## config.mk

```make
export PLATFORM = sky130hd
export DESIGN_NAME = sgb_ram
export DESIGN_NICKNAME = d
export VERILOG_FILES = /design/src/hdl/sgb_ram.sv
export SDC_FILE = /design/constraint.sdc
export NUM_CORES = 2
export LEC_CHECK = 0
export BUFFER_PORTS_ARGS = -buffer_cell sky130_fd_sc_hd__buf_4
export CAP_MARGIN = 0
export CORE_MARGIN = 3
export CORE_UTILIZATION = 55
export CTS_CLUSTER_SIZE = 8
export DETAILED_ROUTE_END_ITERATION = 8
export PLACE_DENSITY_LB_ADDON = 0.25
export SYNTH_ARGS = -nofsm -noshare
export SYNTH_HDL_FRONTEND = slang
export SYNTH_SLANG_ARGS = --single-unit
```

## constraint.sdc

```tcl
create_clock -name clk -period 2.57 [get_ports clk]
set_clock_uncertainty 0.05 [all_clocks]
set_input_delay 0.257 -clock clk [delete_from_list [all_inputs] [get_ports clk]]
set_output_delay 0.257 -clock clk [all_outputs]
set_load 0.02 [all_outputs]
```

## src/hdl/sgb_ram.sv

```systemverilog
`default_nettype none

module sgb_ram #(
    parameter int WIDTH = 8,
    parameter int DEPTH = 512
) (
    input  wire logic                     clk,
    input  wire logic                     we,
    input  wire logic [$clog2(DEPTH)-1:0] addr,
    input  wire logic [WIDTH-1:0]         wdata,
    output logic      [WIDTH-1:0]         rdata
);

    logic [WIDTH-1:0] mem [DEPTH];

    // Write and registered read on one port
    always_ff @(posedge clk)
    begin
        if (we)
        begin
            mem[addr] <= wdata;
        end
        rdata <= mem[addr];
    end

endmodule

`default_nettype wire

```

==> metrics.json <==
{
  "synth-compound-area-share": {"value": 0.0343},
  "drc_violation_total_after_the_first_tritonroute_iteration": {"value": 13200},
  "fin_ws": {"value": -0.439, "unit": "ns"},
  "coreArea": {"value": 286000, "unit": "µm²"},
  "hold_ws": {"value": 0.197, "unit": "ns"},
  "critical_path_data_required_time": {"value": 3.38, "unit": "ns"},
  "arrival": {"value": 3.82, "unit": "ns"},
  "placement.io_buffers": {"value": 26},
  "synth_warnings": {"value": 0},
  "grt_antenna_before_repair": {"value": 25},
  "leftover_overflow_at_the_end_of_global_routing": {"value": 0},
  "finalSetupTns": {"value": -1.20, "unit": "ns"},
  "number_of_global_route_vias_before_repair": {"value": 89200},
  "synth-async-reset-ratio": {"value": 0},
  "cts_sinks": {"value": 4104},
  "wirelength": {"value": 455, "unit": "mm"},
  "syn_avg_cell_area": {"value": 20.9, "unit": "µm²"},
  "start_kind": {"value": "flip-flop"},
  "clockBufferDepth": {"value": 4},
  "die-area": {"value": 294000, "unit": "µm²"},
  "post_synth_and_or_nand_nor_area_fraction": {"value": 0.0274},
  "route.vias.total": {"value": 88200},
  "grt_max_degree": {"value": 118},
  "synth-edff-count": {"value": 4096},
  "synth_cell_type_count": {"value": 67},
  "yosys.area.top_type_share": {"value": 0.777},
  "clock_transition_at_the_registers_of_the_reported_paths": {"value": 0.05, "unit": "ns"},
  "grt_pass1_wl": {"value": 652, "unit": "mm"},
  "initial_utilization": {"value": 0.554},
  "tritoncts.num_buffers": {"value": 583},
  "finalMaxSlewViolations": {"value": 0},
  "path_class": {"value": "reg -> reg"},
  "wl_per_cell": {"value": 34.1, "unit": "µm"},
  "irDropWorstVdd": {"value": 0.732, "unit": "mV"},
  "grt.total_usage": {"value": 0.310},
  "layout.filler_cells": {"value": 17400},
  "cts_tree": {"value": "yes"},
  "top_level_pins": {"value": 27},
  "antenna_left": {"value": 0},
  "dp.final_hpwl": {"value": 299, "unit": "mm"},
  "worst_setup_path_startpoint": {"value": "mem[11][2]"},
  "failed_checks": {"value": "negative setup slack"},
  "syn-cell-area": {"value": 158000, "unit": "µm²"},
  "synthesis.nets": {"value": 7594},
  "final_hold_viol_count": {"value": 0},
  "most_common_cell_in_the_netlist": {"value": "sky130_fd_sc_hd__edfxtp_1"},
  "synth_adder_area_share": {"value": 0},
  "die_height": {"value": 543, "unit": "µm"},
  "parity_gate_share_of_the_synthesized_area_counting_xor_and_xnor_cells": {"value": 0},
  "fin_crit": {"value": 3.01, "unit": "ns"},
  "post_synth_mux_area_share": {"value": 0.145},
  "rsz_0062_raised_after_global_routing": {"value": "true"},
  "timing.critical_path.cells": {"value": "mux4_2 > a22o_1 > a221oi_4 > a31oi_2 > buf_6 > or4_4 > nor3_4 > buf_6 > nand4_1"},
  "yosys-top-cells-count": {"value": "sky130_fd_sc_hd__edfxtp_1, sky130_fd_sc_hd__mux4_2, sky130_fd_sc_hd__nor2_1, sky130_fd_sc_hd__mux2i_1, sky130_fd_sc_hd__clkbuf_1"},
  "ys_ff_latch": {"value": 4104},
  "cts_root_buffer": {"value": "sky130_fd_sc_hd__clkbuf_16"},
  "min_delay_startpoint": {"value": "addr[6]"},
  "post_synth_inst_count": {"value": 7575},
  "dpl_worst_slack": {"value": -1.96, "unit": "ns"},
  "holdCritPathClass": {"value": "in -> reg"},
  "worst-path-max-fanout": {"value": 1},
  "yosys_most_used_dff": {"value": "sky130_fd_sc_hd__edfxtp_1"},
  "crit_path_capture_type": {"value": "flip-flop"},
  "drive_gt1_frac": {"value": 0.359},
  "drt_pass_1_iters": {"value": 5},
  "post_detailed_route_drc_marker_count": {"value": 0},
  "floorplan.die.width": {"value": 543, "unit": "µm"},
  "power.density": {"value": 771, "unit": "nW/µm²"},
  "post_synth_top_area_cell": {"value": "sky130_fd_sc_hd__edfxtp_1"},
  "finalSetupViolCount": {"value": 6},
  "cpMaxStageDelayCell": {"value": "sky130_fd_sc_hd__or4_4"},
  "cap_viol_max_count": {"value": 0},
  "area_contributors_post_synth": {"value": "sky130_fd_sc_hd__edfxtp_1, sky130_fd_sc_hd__mux4_2, sky130_fd_sc_hd__mux2i_1"},
  "nets": {"value": 9489},
  "cts_htree_levels": {"value": 6},
  "critPathBufInv": {"value": 2},
  "routed_via_density": {"value": 6.61},
  "r2r-start": {"value": "mem[11][2]"},
  "crit_family": {"value": "simple AND/OR/NAND/NOR gates"},
  "synth_top_family_by_area": {"value": "multiplexers"},
  "status": {"value": "finished with violations"},
  "globalplace.congestion": {"value": 1.00},
  "area_growth_syn_to_layout": {"value": 22.8, "unit": "%"},
  "ys_seq_area_frac": {"value": 0.778},
  "worst_path_largest_cell_delay": {"value": 0.49, "unit": "ns"},
  "actual_slew_at_the_worst_max_slew_pin": {"value": 1.03, "unit": "ns"},
  "maxSlewHeadroom": {"value": 0.309},
  "p_leak": {"value": 65.2, "unit": "nW"},
  "fmax": {"value": 332, "unit": "MHz"},
  "layout.core_utilization": {"value": 0.680},
  "core.rowCount": {"value": 196},
  "critical_path.most_common_cell": {"value": "sky130_fd_sc_hd__buf_6"},
  "clkLatencyLatePin": {"value": 1.03, "unit": "ns"},
  "timing.final.crit_share": {"value": 1.17},
  "post-cts-setup-buffer-count": {"value": 0}
}
[cell type report]
| class | instances | area (µm²) | share of cell area |
|---|---|---|---|
| Clock inverter | 52 | 1080 | 0.00555 |
| Tap cell | 3762 | 4710 | 0.0242 |
| Sequential cell | 4104 | 123000 | 0.633 |
| Inverter | 4 | 20.0 | 0.000103 |
| Timing Repair Buffer | 1793 | 16400 | 0.0845 |
| Antenna cell | 8 | 20.0 | 0.000103 |
| Clock buffer | 640 | 15000 | 0.0771 |
| Multi-Input combinational cell | 2984 | 34100 | 0.175 |
[state kept, by name (all words and copies together) (netlist names)]
name	flops
rdata	8
mem	4096
[worst register-to-register path, delay by kind of cell, from the launching register on]
kind	cells	cell delay, ns
compound gates	3	0.72
buf+inv	2	0.36
flops	1	0.36
mux	1	0.48
simple gates	3	0.88
[stage by stage]
stage / instance area (µm²) / std cells / total power, W
after CTS: 194000 / 13300 / 0.151
after floorplan: 159000 / 7575 / 0.0783
after detailed placement: 178000 / 12600 / 0.0824
after global placement: 178000 / 12600 / 0.0823
final: 194000 / 13300 / 0.150
after global routing: 194000 / 13300 / 0.154
[placed cells by master (no fill, tap or decap), types with 75 or more instances in the layout]
cell and instances:
sky130_fd_sc_hd__edfxtp_1 4096, sky130_fd_sc_hd__buf_4 1542, sky130_fd_sc_hd__mux4_2 816, sky130_fd_sc_hd__clkbuf_16 592, sky130_fd_sc_hd__nor2_1 476, sky130_fd_sc_hd__mux2i_1 434
sky130_fd_sc_hd__buf_12 228, sky130_fd_sc_hd__a22oi_1 178, sky130_fd_sc_hd__nand2_1 124, sky130_fd_sc_hd__o22ai_1 118, sky130_fd_sc_hd__a221oi_1 75, sky130_fd_sc_hd__a21oi_1 75
[path summary, 6_finish.rpt]
check           endpoint  slack [ns]  cells past startpoint
max             rdata[2]       -0.44                      9
min          mem[255][4]        0.20                      6
max reg2reg     rdata[2]       -0.44                      9
min reg2reg     rdata[7]        0.81                      5
[repair_timing]
action,4_1_cts,5_1_grt
endpoints found under the hold margin,2283,0
gates cloned,0,0
pin swaps,27,19
gates resized for setup,75,21
endpoints found under the setup margin,8,8
hold buffers,9,0
[per-layer routing]
metal  wire length [µm]  global-route usage  share of wire  up-vias
li1                   -                   -              -    35400
met1             169000               0.439           0.37    45900
met2             210000               0.467           0.46     5852
met3              55300              0.0773           0.12      969
met4              21000               0.130          0.046       14
met5                 89                   0        0.00020        -
[cells by family (layout without fill, tap and decap cells)]
| group | count (synthesis) | count (layout) |
|---|---|---|
| AO/OA/AOI/OAI | 758 | 758 |
| buffers and inverters | 487 | 2489 |
| flip-flops | 4104 | 4104 |
| multiplexers | 1268 | 1268 |
| other | 0 | 8 |
| AND/OR/NAND/NOR | 958 | 958 |
[power breakdown]
| group | internal [W] | switching (W) | total, W |
|---|---|---|---|
| Sequential | 0.0739 | 0.0000974 | 0.0740 |
| Clock | 0.0412 | 0.0273 | 0.0685 |
| Combinational | 0.00292 | 0.00455 | 0.00748 |
| Total | 0.118 | 0.0320 | 0.150 |
No activity file was read; power rests on OpenSTA's default activity.
