--- src/hdl/sgb_pkg.sv ---
`default_nettype none

package sgb_pkg;

    // Image limits
    localparam int MAX_WIDTH     = 128;
    localparam int MAX_HEIGHT    = 128;
    localparam int MAX_CHANNELS  = 4;
    localparam int MAX_HALF_TAPS = 8;

    // Storage sizes
    localparam int FRAME_DEPTH = MAX_WIDTH * MAX_HEIGHT * MAX_CHANNELS;
    localparam int FRAME_AW    = $clog2(FRAME_DEPTH);
    localparam int ROW_DEPTH   = MAX_WIDTH * MAX_CHANNELS;
    localparam int ROW_AW      = $clog2(ROW_DEPTH);

    // Divider operand widths
    localparam int DIV_NW = 16;
    localparam int DIV_DW = 10;

    // Configuration register indexes
    localparam logic [3:0] REG_IMAGE_WIDTH   = 4'd0;
    localparam logic [3:0] REG_IMAGE_HEIGHT  = 4'd1;
    localparam logic [3:0] REG_CHANNEL_COUNT = 4'd2;
    localparam logic [3:0] REG_HALF_TAPS     = 4'd3;
    localparam logic [3:0] REG_TAP_WEIGHTS   = 4'd4;
    localparam logic [3:0] REG_BORDER_MODE   = 4'd5;
    localparam logic [3:0] REG_FIRST_ROW     = 4'd6;
    localparam logic [3:0] REG_END_ROW       = 4'd7;

    // Command codes
    localparam logic FUNC_LOAD    = 1'b0;
    localparam logic FUNC_REQUEST = 1'b1;

    // Border modes
    localparam logic [1:0] BORDER_REPLICATE = 2'd0;
    localparam logic [1:0] BORDER_REFLECT   = 2'd1;
    localparam logic [1:0] BORDER_WRAP      = 2'd2;
    localparam logic [1:0] BORDER_REVERSE   = 2'd3;

    typedef struct packed {
        logic       func;
        logic [7:0] pixel_value;
    } sgb_in_t;

    typedef struct packed {
        logic [7:0] out_value;
        logic       last_value;
    } sgb_out_t;

    typedef enum logic [4:0] {
        S_IDLE,
        S_L_PREP,
        S_L_WRITE,
        S_R_PREP,
        S_R_WRAP,
        S_D1_GO,
        S_D1_WAIT,
        S_D2_GO,
        S_D2_WAIT,
        S_C_ADDR,
        S_C_READ,
        S_T_IDX,
        S_T_FOLD,
        S_T_ADDN,
        S_T_ADDP,
        S_T_RDP,
        S_T_SUM,
        S_T_MAC,
        S_V_WRITE,
        S_FIN
    } sgb_state_t;

    // Take one reflection step of an index toward 0..size-1; an index in range is kept
    function automatic logic signed [9:0] fold_step(input logic signed [9:0] idx,
                                                    input logic [7:0] size,
                                                    input logic [1:0] mode);
        logic signed [9:0] p;
        logic signed [9:0] sz;
        p  = idx;
        sz = signed'({2'b00, size});
        if (size <= 8'd1)
        begin
            return 10'sd0;
        end
        case (mode)
            BORDER_REFLECT:
            begin
                if (p < 10'sd0) p = -p;
                if (p >= sz) p = (sz - 10'sd1) + (sz - 10'sd1) - p;
            end
            BORDER_WRAP:
            begin
                if (p < 10'sd0) p = p + sz;
                else if (p >= sz) p = p - sz;
            end
            BORDER_REVERSE:
            begin
                if (p < 10'sd0) p = -p - 10'sd1;
                if (p >= sz) p = sz + sz - 10'sd1 - p;
            end
            default:
            begin
                if (p < 10'sd0) p = 10'sd0;
                else if (p >= sz) p = sz - 10'sd1;
            end
        endcase
        return p;
    endfunction

endpackage

`default_nettype wire

--- src/hdl/sgb_div.sv ---
`default_nettype none

module sgb_div (
    input  wire logic                        clk,
    input  wire logic                        rst_n,
    input  wire logic                        start,
    input  wire logic [sgb_pkg::DIV_NW-1:0]  dividend,
    input  wire logic [sgb_pkg::DIV_DW-1:0]  divisor,
    output logic      [sgb_pkg::DIV_NW-1:0]  quotient,
    output logic      [sgb_pkg::DIV_DW-1:0]  remainder,
    output logic                             done
);
    import sgb_pkg::*;

    localparam int CW = $clog2(DIV_NW);

    logic              busy_reg, busy_next;
    logic              done_reg, done_next;
    logic [CW-1:0]     cnt_reg, cnt_next;
    logic [DIV_NW-1:0] quo_reg, quo_next;
    logic [DIV_DW:0]   rem_reg, rem_next;
    logic [DIV_DW-1:0] dvs_reg, dvs_next;
    logic [DIV_DW:0]   trial;

    // One quotient bit per cycle, restoring
    always_comb
    begin
        busy_next = busy_reg;
        done_next = 1'b0;
        cnt_next  = cnt_reg;
        quo_next  = quo_reg;
        rem_next  = rem_reg;
        dvs_next  = dvs_reg;
        trial     = {rem_reg[DIV_DW-1:0], quo_reg[DIV_NW-1]};
        if (start)
        begin
            busy_next = 1'b1;
            cnt_next  = '0;
            quo_next  = dividend;
            rem_next  = '0;
            dvs_next  = divisor;
        end
        else if (busy_reg)
        begin
            if (trial >= {1'b0, dvs_reg})
            begin
                rem_next = trial - {1'b0, dvs_reg};
                quo_next = {quo_reg[DIV_NW-2:0], 1'b1};
            end
            else
            begin
                rem_next = trial;
                quo_next = {quo_reg[DIV_NW-2:0], 1'b0};
            end
            cnt_next = cnt_reg + 1'b1;
            if (cnt_reg == CW'(DIV_NW - 1))
            begin
                busy_next = 1'b0;
                done_next = 1'b1;
            end
        end
    end

    always_ff @(posedge clk or negedge rst_n)
    begin
        if (!rst_n)
        begin
            busy_reg <= 1'b0;
            done_reg <= 1'b0;
            cnt_reg  <= '0;
        end
        else
        begin
            busy_reg <= busy_next;
            done_reg <= done_next;
            cnt_reg  <= cnt_next;
        end
    end

    always_ff @(posedge clk)
    begin
        quo_reg <= quo_next;
        rem_reg <= rem_next;
        dvs_reg <= dvs_next;
    end

    assign quotient  = quo_reg;
    assign remainder = rem_reg[DIV_DW-1:0];
    assign done      = done_reg;

`ifndef SYNTHESIS
    a_done_after_busy: assert property (@(posedge clk) disable iff (!rst_n)
        done |-> $past(busy_reg)) else $error("divider done without run");
    a_done_ends_run: assert property (@(posedge clk) disable iff (!rst_n)
        (done && !$past(start)) |-> !busy_reg) else $error("divider still busy at done");
    a_rem_below: assert property (@(posedge clk) disable iff (!rst_n)
        done |-> (rem_reg < {1'b0, dvs_reg})) else $error("remainder not reduced");
`endif

endmodule

`default_nettype wire

--- config.mk ---
export PLATFORM = sky130hd
export DESIGN_NAME = sgb_div
export DESIGN_NICKNAME = d
export VERILOG_FILES = /design/src/hdl/sgb_pkg.sv /design/src/hdl/sgb_div.sv
export SDC_FILE = /design/constraint.sdc
export NUM_CORES = 1
export LEC_CHECK = 0
export ABC_AREA = 1
export ABC_CLOCK_PERIOD_IN_PS = 2500
export BUFFER_PORTS_ARGS = -buffer_cell sky130_fd_sc_hd__buf_4
export CAP_MARGIN = 20
export CORE_UTILIZATION = 60
export CTS_BUF_LIST = sky130_fd_sc_hd__clkbuf_4 sky130_fd_sc_hd__clkbuf_8
export CTS_CLUSTER_SIZE = 14
export DETAILED_ROUTE_END_ITERATION = 8
export GPL_TIMING_DRIVEN = 0
export HOLD_SLACK_MARGIN = 0.08
export PLACE_DENSITY_LB_ADDON = 0.15
export RECOVER_POWER = 100
export SLEW_MARGIN = 20
export SYNTH_ARGS = -nofsm -noshare
export SYNTH_HDL_FRONTEND = slang
export SYNTH_SLANG_ARGS = --single-unit
--- constraint.sdc ---
create_clock -name clk -period 2.5 [get_ports clk]
set_input_delay 0.125 -clock clk [delete_from_list [all_inputs] [get_ports clk]]
set_output_delay 0.125 -clock clk [all_outputs]
set_load 0.05 [all_outputs]
==> key figures <==
Yosys
  – Yosys top cell area share: 33.0%
  – Mux share of post-synthesis cell area: 0%
  – Synth area leader: edfxtp_1
  – XOR/XNOR Fraction of Synth Area: 1.11%
  – Synth Area in Simple Gates: 32.0%
  – Most common cell in the netlist: nand2_1
  – Mapped Nets: 330
  – Main combinational cell family by area after synthesis: simple AND/OR/NAND/NOR gates
  – Ys flop type: edfxtp_1
  – Post-Synthesis Cells: 289
  – Seq/Total Area, Yosys: 47.9%
  – Synth Area in Adders: 6.67%
  – Synth warn: 0
  – Syn Std Cell Area: 2360 sq um
  – Synth Register Bits: 42
  – Post-synthesis average cell area: 8.18 sq um
  – Post-synth top cells: nand2_1 (112), inv_1 (42), edfxtp_1 (26)
  – Yosys cell types: 31
  – Synth area leaders: edfxtp_1 (33%), nand2_1 (18%), dfxtp_1 (8.5%), inv_1 (6.7%), dfrtp_1 (6.4%)
  – Synth Area in Compound Gates: 3.60%
  – Post-synth EDFFs: 26
  – Async SR Flop Fraction: 14.3%

Critical path
  – Worst path most repeated cell: nand2_1
  – Worst path arrival time: 2.33 ns
  – Max incr delay on CP: 0.37 ns
  – CP Capture Type: flop
  – Critical path class: reg -> reg
  – Crit-path cells: inv_1, ha_1, nand2_1, inv_1, a21oi_2, nand2_1, nand2_1, clkbuf_2, nand3_1, nand3_1, o21ai_1
  – Worst path buffer plus inverter count: 3
  – Worst Path Max Fanout: 10
  – CP startpoint kind: flop
  – Top Family by Delay on Critical Path: simple AND/OR/NAND/NOR gates
  – WP data required: 2.66 ns
  – Critical path's slowest cell: edfxtp_1

Global routing
  – GRT Overall Usage: 27.8%
  – Grt ovf: 0
  – Largest net degree at the start of global routing: 22
  – Vias in the first global route: 1,963
  – GR Util met1: 35.5%
  – Initial antenna violation count: 0
  – Met2 Use GR: 44.7%
  – M3 GR Usage: 6.87%
  – GRT busiest layer: met2
  – First-pass GRT wire length: 8700 microns

Drt
  – DR iter-0 viols: 222
  – Post-Route WL: 5460 microns
  – Vias per inst: 5.27
  – DR pass1 iterations: 5
  – DR DRC count: 0
  – DRT antenna net count: 0
  – Via count: 2,168
  – Wirelength per Cell: 13.3 microns

Floorplan
  – # IOs: 56
  – Rows: 22
  – Die ar.: 4190 sq um
  – Die width: 64.8 microns
  – Die Ht: 64.8 microns
  – Initial core utilization: 63.6%
  – Core area: 3720 sq um

Timing
  – Total Negative Setup Slacks: 0 ns
  – Worst slew pin tran: 0.822 ns
  – Fin crit share: 86.9%
  – RSZ-0062 raised after global routing: no
  – Max-slew headroom: 45.2%
  – Max Slew Vio Count: 0
  – Final Skew: 0.00785 ns
  – Min Clock Period, post-route: 2.17 ns
  – Finish-stage setup viols: 0
  – Minimum hold slack: 0.0958 ns
  – Fin. Hold Viols: 0
  – Max Clock Freq: 460 MHz

Clock network
  – # hold bufs at CTS: 11
  – Clk root buf: clkbuf_8
  – Clock H-tree levels: 2
  – Cts bufs inserted: 5
  – Clock-pin slew on the worst setup and hold paths: 0.08 ns
  – Clock Tree Buf Depth: 2
  – CTS tree: done
  – Postcts setup bufs: 0
  – Total clock sinks: 42
  – Post-CTS sizing: 0
  – Worst skew pair latency: 0.30 ns

Pwr
  – Pleak: 1.45 nW
  – Max rail drop VDD: 0.603 mV
  – Design Power: 3.11 mW
  – PD cells: 1070 nW/um^2

Place
  – Final Wtd Congestion: 0.878
  – Number of port buffers: 55
  – Hpwl dp: 3770 microns
  – Cell count after placement: 392

Outcome
  – Outcome: finished clean

Job
  – Max-Cap Viols: 0

Layout
  – Layout cells sized above 1: 13.2%
  – Nets@finish: 403
  – Post-Layout Cell Count: 411
  – Synth-to-layout area growth: 23.7%
  – Max reg flops: 16
  – ANT cells: 0

Min path
  – Worst Hold Class: in -> reg
## tightest hold or removal path, delay by kind of cell
family,cells,cell delay [ns]
buffers and inverters,1,0.07
and+or+nand+nor,2,0.09
## cell families after synthesis
kind of cell | Yosys count
xor+xnor | 3
buf+inv | 49
compound gates | 15
simple gates | 168
fa+ha+maj | 12
flops | 42
## per-stage QoR
| stage | util, % | cell area [sq um] | setup slack [ns] |
|---|---|---|---|
| after detailed placement | 76.3 | 2840 | 0.594 |
| after CTS | 82.4 | 3060 | 0.588 |
| after global placement | 76.3 | 2840 | 0.587 |
| final | 78.7 | 2920 | 0.327 |
| after floorplan | - | 2360 | 0.510 |
| after global routing | 78.7 | 2920 | 0.199 |
## layout by cell type (no fill, tap or decap), drive strengths merged
master       instances
inv                 42
nand2              117
a31oi                2
nor2                14
clkinv               1
bufinv               1
or2                  1
o21ai                7
ha                  11
fa                   1
dlygate4sd3         11
nor4                 1
xnor2                2
nor3                 6
xor2                 1
nand4                2
a21oi                6
dfrtp                6
dfxtp               10
buf                 18
nand3               21
clkbuf              49
clkinvlp             1
nand3b               6
edfxtp              26
## worst paths after layout
| path | startpoint | to | slack (ns) | cells after the start |
|---|---|---|---|---|
| max in group asynchronous | rst_n | cnt_reg[1] | 2.02 | 2 |
| min reg2reg | rem_reg[5] | rem_reg[5] | 0.49 | 2 |
| min | dividend[8] | quotient[8] | 0.1 | 3 |
| max reg2reg | dvs_reg[5] | rem_reg[4] | 0.33 | 11 |
| max | dvs_reg[5] | rem_reg[4] | 0.33 | 11 |
| min in group asynchronous | rst_n | cnt_reg[2] | 0.24 | 2 |
## area by class of cell
type	instances	area [sq um]
Buffer	6	38.8
Clock buffer	6	76.3
Clock inverter	2	37.5
Fill cell	293	792
Inverter	43	161
Multi-Input combinational cell	198	1000
Sequential cell	42	1130
Tap cell	48	60.1
Timing Repair Buffer	66	414
## per-layer routing
layer / up-vias / share of wire, %
met5: - / 0
met4: 0 / 2.6
met3: 15 / 6.6
met2: 84 / 49
met1: 1004 / 42
li1: 1065 / -
## report_power, final
| part | leakage (nW) | total, mW | switching [mW] | internal (mW) |
|---|---|---|---|---|
| Clock | 0.0548 | 0.543 | 0.234 | 0.309 |
| Sequential | 0.432 | 0.971 | 0.104 | 0.867 |
| Combinational | 0.961 | 1.60 | 1.10 | 0.499 |
| Total | 1.45 | 3.11 | 1.44 | 1.67 |
(Power assumes the default switching activity.)
